==> src/hw/rtl/vrsl_pkg.sv <==
// Shared types and constants for the raster sync locator.
`timescale 1ns / 1ps

package vrsl_pkg;

    // Field and register widths
    localparam int SAMPLE_W    = 16;
    localparam int LINE_REG_W  = 12;
    localparam int FRAME_REG_W = 11;
    localparam int GAIN_W      = 24;
    localparam int GRAY_W      = 8;
    localparam int COL_CNT_W   = 11;
    localparam int ROW_CNT_W   = 12;
    localparam int SKIP_W      = 21;

    localparam logic [SKIP_W-1:0] SKIP_MAX = {SKIP_W{1'b1}};
    localparam logic [GRAY_W-1:0] GRAY_MAX = {GRAY_W{1'b1}};
    localparam int Y_SKIP_LIMIT = 10;

    // APB register map: index lives in paddr[4:2]
    localparam int APB_ADDR_W = 5;
    localparam int APB_DATA_W = 32;
    localparam int REG_IDX_W  = 3;

    localparam logic [REG_IDX_W-1:0] REG_LINE_WIDTH   = 3'd0;
    localparam logic [REG_IDX_W-1:0] REG_FRAME_HEIGHT = 3'd1;
    localparam logic [REG_IDX_W-1:0] REG_SYNC_THRESH  = 3'd2;
    localparam logic [REG_IDX_W-1:0] REG_BLACK_LEVEL  = 3'd3;
    localparam logic [REG_IDX_W-1:0] REG_PIXEL_GAIN   = 3'd4;
    localparam logic [REG_IDX_W-1:0] REG_SYNC_MARK_EN = 3'd5;
    localparam logic [REG_IDX_W-1:0] REG_REALIGN_EN   = 3'd6;

    // Reset values
    localparam logic [LINE_REG_W-1:0]  RST_LINE_WIDTH   = 12'd1285;
    localparam logic [FRAME_REG_W-1:0] RST_FRAME_HEIGHT = 11'd730;
    localparam logic [SAMPLE_W-1:0]    RST_SYNC_THRESH  = 16'hF893;  // -1901
    localparam logic [SAMPLE_W-1:0]    RST_BLACK_LEVEL  = 16'hFBE7;  // -1049
    localparam logic [GAIN_W-1:0]      RST_PIXEL_GAIN   = 24'd4637;
    localparam logic                   RST_SYNC_MARK_EN = 1'b0;
    localparam logic                   RST_REALIGN_EN   = 1'b1;

    // Controller to datapath commands
    typedef struct packed {
        logic accept;   // input request taken this cycle
        logic advance;  // stage-1 pixel moves to the output register
        logic flush;    // frame-end pixel retires into the hold registers
        logic scan;     // argmax scan / clear step at scan index
        logic mul;      // register y_offset * width
        logic report;   // load frame-end result, arm skip
    } vrsl_cmd_t;

    // Datapath to controller status
    typedef struct packed {
        logic s1_valid;
        logic out_room;
        logic ends_frame;
        logic skip_active;
    } vrsl_stat_t;

endpackage

==> src/hw/rtl/vrsl_ctrl.sv <==
// Controller: input handshake, frame-end scan sequencing and reset clearing sweep.
`timescale 1ns / 1ps

module vrsl_ctrl #(
    parameter int MAX_WIDTH  = 2048,
    parameter int MAX_HEIGHT = 1024,
    localparam int SCAN_LEN = (MAX_WIDTH > MAX_HEIGHT) ? MAX_WIDTH : MAX_HEIGHT,
    localparam int SCW = $clog2(SCAN_LEN)
) (
    input  logic                 aclk,
    input  logic                 aresetn,
    input  logic                 s_valid,
    output logic                 s_ready,
    input  vrsl_pkg::vrsl_stat_t stat,
    output vrsl_pkg::vrsl_cmd_t  cmd,
    output logic [SCW-1:0]       scan_idx
);

    typedef enum logic [2:0] {
        ST_CLEAR,
        ST_RUN,
        ST_FLUSH,
        ST_SCAN,
        ST_TAIL,
        ST_MUL,
        ST_REPORT
    } state_t;

    state_t         state_reg, state_next;
    logic [SCW-1:0] idx_reg, idx_next;
    logic           idx_last;

    assign idx_last = (idx_reg == SCW'(SCAN_LEN - 1));

    always_comb begin
        state_next = state_reg;
        idx_next   = idx_reg;
        s_ready    = 1'b0;
        cmd        = '0;
        case (state_reg)
            // sweep both histograms to zero after reset
            ST_CLEAR: begin
                cmd.scan = 1'b1;
                if (idx_last) begin
                    idx_next   = '0;
                    state_next = ST_RUN;
                end else begin
                    idx_next = idx_reg + 1'b1;
                end
            end
            // streaming: one request per cycle while the output side drains
            ST_RUN: begin
                s_ready     = !stat.s1_valid || stat.out_room;
                cmd.accept  = s_valid && s_ready;
                cmd.advance = stat.s1_valid && stat.out_room;
                if (cmd.accept && stat.ends_frame && !stat.skip_active) begin
                    state_next = ST_FLUSH;
                end
            end
            ST_FLUSH: begin
                cmd.flush  = 1'b1;
                idx_next   = '0;
                state_next = ST_SCAN;
            end
            // argmax and clear, one entry of each histogram per cycle
            ST_SCAN: begin
                cmd.scan = 1'b1;
                if (idx_last) begin
                    idx_next   = '0;
                    state_next = ST_TAIL;
                end else begin
                    idx_next = idx_reg + 1'b1;
                end
            end
            ST_TAIL: begin
                state_next = ST_MUL;
            end
            ST_MUL: begin
                cmd.mul    = 1'b1;
                state_next = ST_REPORT;
            end
            ST_REPORT: begin
                if (stat.out_room) begin
                    cmd.report = 1'b1;
                    state_next = ST_RUN;
                end
            end
            default: begin
                state_next = ST_CLEAR;
                idx_next   = '0;
            end
        endcase
    end

    always_ff @(posedge aclk) begin
        if (!aresetn) begin
            state_reg <= ST_CLEAR;
            idx_reg   <= '0;
        end else begin
            state_reg <= state_next;
            idx_reg   <= idx_next;
        end
    end

    assign scan_idx = idx_reg;

endmodule

==> config.mk <==
export PLATFORM = sky130hd
export DESIGN_NAME = vrsl_ctrl
export DESIGN_NICKNAME = d
export VERILOG_FILES = /design/src/hw/rtl/vrsl_pkg.sv /design/src/hw/rtl/vrsl_ctrl.sv
export SDC_FILE = /design/constraint.sdc
export NUM_CORES = 1
export LEC_CHECK = 0
export ABC_AREA = 1
export BUFFER_PORTS_ARGS = -buffer_cell sky130_fd_sc_hd__buf_4
export CELL_PAD_IN_SITES_DETAIL_PLACEMENT = 1
export CELL_PAD_IN_SITES_GLOBAL_PLACEMENT = 2
export CORE_UTILIZATION = 27
export CTS_BUF_LIST = sky130_fd_sc_hd__clkbuf_4
export DETAILED_ROUTE_END_ITERATION = 16
export PLACE_DENSITY = 0.83
export SYNTH_ARGS = -nofsm -noshare
export SYNTH_HDL_FRONTEND = slang
export SYNTH_SLANG_ARGS = --single-unit
export TNS_END_PERCENT = 100
==> constraint.sdc <==
create_clock -name aclk -period 1.49 [get_ports aclk]
set_clock_uncertainty 0.05 [all_clocks]
set_input_delay 0.149 -clock aclk [delete_from_list [all_inputs] [get_ports aclk]]
set_output_delay 0.149 -clock aclk [all_outputs]
set_load 0.005 [all_outputs]
Word-level counts from Yosys, hierarchy flattened
Cells that the tools add are included.
{"block": "word_totals", "reg_bits": 14, "latchBits": 0, "ram_bits": 0, "rom_bits": 0, "in_bits": 7, "output_inout_bits": 18, "wordCells": 39, "mem_count": 0}
{"block": "classes", "addsub": 1, "multipliers": 0, "div_mod_pow": 0, "order_cmp": 0, "n_eq_ne": 11, "shifts": 0, "mux": 14, "bitwise_logic": 0, "reduce_logical": 11}
{"op": "11-bit one-hot mux with 2 select lines", "n": 1}
{"op": "3-bit one-hot mux with 7 select lines", "n": 1}
{"op": "3-bit 2-to-1 mux", "n": 4}
{"op": "11-bit by 1-bit adder with 11-bit output (second input constant)", "n": 1}
{"op": "11-bit equality test (second input constant)", "n": 1}
{"op": "11-bit 2-to-1 mux", "n": 1}
{"op": "3-bit equality test (second input constant)", "n": 3}
{"op": "2-bit inequality test (second input constant)", "n": 4}
{"op": "3-bit by 2-bit equality test with 1-bit output (second input constant)", "n": 2}
{"op": "1-bit 2-to-1 mux", "n": 6}
{"op": "1-bit logical AND", "n": 4}
{"op": "4-bit AND reduction", "n": 1}
{"op": "4-bit OR reduction", "n": 1}
{"op": "3-bit by 1-bit equality test with 1-bit output (second input constant)", "n": 1}
{"op": "3-bit zero test", "n": 1}
{"op": "1-bit zero test", "n": 2}
{"op": "2-bit 2-to-1 mux", "n": 1}
{"op": "2-bit OR reduction", "n": 1}
{"op": "1-bit logical OR", "n": 1}

Depth between registers and ports, before layout
{"block": "depth", "depth_word": 7, "ltp_mapped": 9, "mapped_depth_nobuf": 9}

Worst setup path after synthesis
OpenSTA, ideal clock, no wires.
{"block": "synth_path", "path_kind": "register -> register", "from": "reg idx_reg[0], in the netlist scan_idx[0]", "to": "reg idx_reg[4], in the netlist scan_idx[4]", "setup_ps": 116, "arrival_ps": 1123, "required_time_ps": 1324, "slack_ps": 201, "path_stages_with_launch": 9, "path_buffers": 0, "synth_period_minus_slack_ps": 1289, "cell_sequence": "dfxtp_1 ha_1 inv_1 nor2_1 nand3_1 nand2_2 nand2_1 nand2_2 nor2_1"}
{"block": "synth_between", "elab_chain_len": 3, "word_cells_on_any_way": 4, "classes_between": "add/sub: 1; eq/ne: 1; mux: 2"}
{"element": "start, declared", "line": "vrsl_ctrl.sv:30", "rtl": "logic [SCW-1:0] idx_reg, idx_next;"}
{"element": "start signal, assigned", "line": "vrsl_ctrl.sv:101", "rtl": "idx_reg <= idx_next;"}
{"element": "11-bit by 1-bit adder with 11-bit output or 11-bit equality test (tied branches)", "line": "vrsl_ctrl.sv:48, vrsl_ctrl.sv:72, vrsl_ctrl.sv:33"}
{"element": "11-bit 2-to-1 mux (*)", "line": "vrsl_ctrl.sv:44, vrsl_ctrl.sv:68"}
{"element": "11-bit one-hot mux with 2 select lines (*)", "line": "vrsl_ctrl.sv:40", "rtl": "case (state_reg)"}
Every way passes the cells marked *; elsewhere a longest branch is shown, timed or not.
A chain may end at the register's enable or synchronous reset.

==> metrics.md <==
| Metric | Value |
|---|---|
| Outcome | `finished clean` |
| Drt first-iter violations | `19` |
| CTS tree | `built` |
| Gate count after technology mapping | `128` |
| Crit-path max FO | `5` |
| Die width | `57.7 um` |
| Startpoint Class | `register` |
| Area Overhead vs Synth | `40.8%` |
| Global-route wire length before repair | `between 3 and 4 mm` |
| CP Depth | `4` |
| Max reg flops | `11` |
| Worst Hold Depth | `3` |
| Placed instance area | `about 1100 um2` |
| Layout fillers | `371` |
| GR Util All Layers | `0.144` |
| Hold Crit Class | `input pin to register` |
| Placer congestion estimate | `0.865` |
| Die Ht | `about 58 um` |
| CTS Buf Count | `3` |
| FFs w/ async S/R, synth | `0` |
| #FFs+latches synth | `14` |
| Avg WL per Cell | `12.4 um` |
| Clock root cell | `clkbuf_4` |
| Largest net degree at the start of global routing | `11` |
| Final net count | `171` |
| Crit-path cells | `inv_2 -> nand2_1 -> o21ai_4 -> buf_4` |
| Syn Nets | `136` |
| Max-cap violations | `0` |
| Fraction of layout instances using a drive strength above 1 | `0.358` |
| CP Buf/Inv Count | `2` |
| Post-route cell area | `1180 um2` |
| Clock transition at the registers of the reported paths | `~100 ps` |
| Slew margin rel. | `0.810` |
| Ports | `25` |
| Critical Path AT | `~1200 ps` |
| Initial antenna violation count | `0` |
| Pwr/cell area | `1160 nW/um2` |
| Vias | `between 900 and 1000` |
| Pre-CTS WS | `22.7 ps` |
| Worst setup EP type | `output port` |
| IO buf count | `24` |
| Worst path max stage delay | `370 ps` |
| Slew Viols, Final | `0` |
| Vias in the first global route | `909` |
| Mean Syn Cell Area | `between 6 and 7 um2` |
| Rows | `19` |
| Fmax | `713 MHz` |
| Req. time, crit path | `1290 ps` |
| Post-CTS Hold Fix Bufs | `0` |
| Peak VDD IR | `0.414 mV` |
| Die area | `3330 um2` |
| # setup viols final | `0` |
| Longest Clk Path Bufs | `2` |
| Period utilization | `0.941` |
| CP top delay family | `flip-flops` |
| Routed wire length | `2.40 mm` |
| First-pass detailed-route iteration total | `3` |
| Fin. Hold Viols | `0` |
| Least-Margin Pin Slew | `285 ps` |
| Initial Util | `0.293` |
| Ys Warns | `0` |
| Worst R2R Path Depth | `8` |
| Sink Count | `14` |
| Most frequent cells after synthesis | `nand2_1 (24), nor2_1 (23), inv_1 (19)` |
| Synth area leaders | `dfxtp_1 (33%), nand2_1 (11%), nor2_1 (10%), inv_1 (8.5%), a21oi_1 (5.4%)` |
| Placed wire-length estimate | `roughly 1.9 mm` |
| Kind of critical path | `register to output port` |
| Drt via density | `between 4 and 5` |
| Top_reg_cell synth | `dfxtp_1` |
| Setup ws final | `88.2 ps` |
| Grt total ovfl | `0` |
| Later-pin clock latency in the skew report | `280 ps` |
| Crit path max-delay cell type | `dfxtp_2` |
| Placeable Area | `2850 um2` |
| Area leader, netlist | `dfxtp_1` |
| Synthesized cell area | `837 um2` |
| Distinct cells, synth | `23` |
| H-tree levels | `1` |
| Final Critical Period | `1400 ps` |
| LEAKAGE | `0.546 nW` |
| TNS Setup | `0 ps` |
| DRC | `0` |
| Top-count cell post-synth | `nand2_1` |
| Post-route ant nets | `0` |
| Synth top area share | `0.335` |
| Number of flops mapped to enable cells by yosys | `0` |
| Diode count | `0` |
| Register area share after synthesis | `0.335` |
==> stage by stage <==
step / hold slack [ps] / utilization / power [mW] / cells
finish: 70.1 / 0.413 / 1.37 / 193
global route: 94.8 / 0.413 / 1.48 / 193
CTS: 61.1 / 0.395 / 1.32 / 192
detailed placement: 376 / 0.383 / 1.07 / 188
global placement: 370 / 0.383 / 1.06 / 188
floorplan: 219 / - / 0.820 / 128
==> area by class of cell <==
| type | count | area, um2 | area share |
|---|---|---|---|
| clock buffer | 3 | 22.5 | 0.0191 |
| multi-input combinational | 92 | 509 | 0.432 |
| sequential | 14 | 290 | 0.246 |
| inverter | 21 | 81.3 | 0.0690 |
| tap | 31 | 38.8 | 0.0329 |
| timing repair buffer | 31 | 233 | 0.197 |
| clock inverter | 1 | 3.75 | 0.00318 |
==> cell families after synthesis <==
group	after synthesis	share of synthesized area
AND/OR/NAND/NOR	69	0.384
buffers and inverters	22	0.103
AO/OA/AOI/OAI	19	0.132
flip-flops	14	0.335
XOR/XNOR	3	0.0314
adder cells (fa/ha/maj)	1	0.0149
==> power breakdown <==
part           switching, mW  leakage [nW]  internal [mW]
logic                  0.372         0.414          0.287
clock network          0.132        0.0154         0.0970
registers             0.0518         0.116          0.432
total                  0.557         0.546          0.816
==> worst paths after layout <==
kind | start | endpoint | slack (ps)
setup / recovery | state_reg[0] | cmd[2] | 90
hold / removal | aresetn | state_reg[1] | 70
setup reg to reg | scan_idx[0] | scan_idx[7] | 100
hold reg to reg | scan_idx[10] | scan_idx[10] | 450
==> tightest hold or removal path: cells and delay by family <==
kind	cells	cell delay (ps)
buf+inv	1	140
simple gates	2	90
==> per-layer routing <==
layer | global-route usage | share of wire | up-vias
li1 | - | - | 471
met1 | 0.178 | 0.46 | 423
met2 | 0.264 | 0.51 | 12
met3 | 0.0223 | 0.027 | 2
met4 | 0.0306 | 0.0042 | 0
met5 | 0 | 0 | -
==> layout by cell type, fill, tap and decap left out, drive strengths merged <==
cell type	instances
o211ai	1
nor3	1
a21o	1
ha	1
xor2	2
nand3	9
dfxtp	14
buf	31
clkbuf	3
inv	21
o21bai	1
xnor2	1
clkinv	1
nor2	25
or2	1
nand4	3
nand2	30
o21ai	6
a21oi	10
==> repair_timing <==
item / 4_1_cts / 5_1_grt
resized for setup: 4 / 13
buffers inserted: 0 / 1
pin swaps: 0 / 2
setup endpoints to repair: 3 / 13
Power figures use the tool's default switching activity.
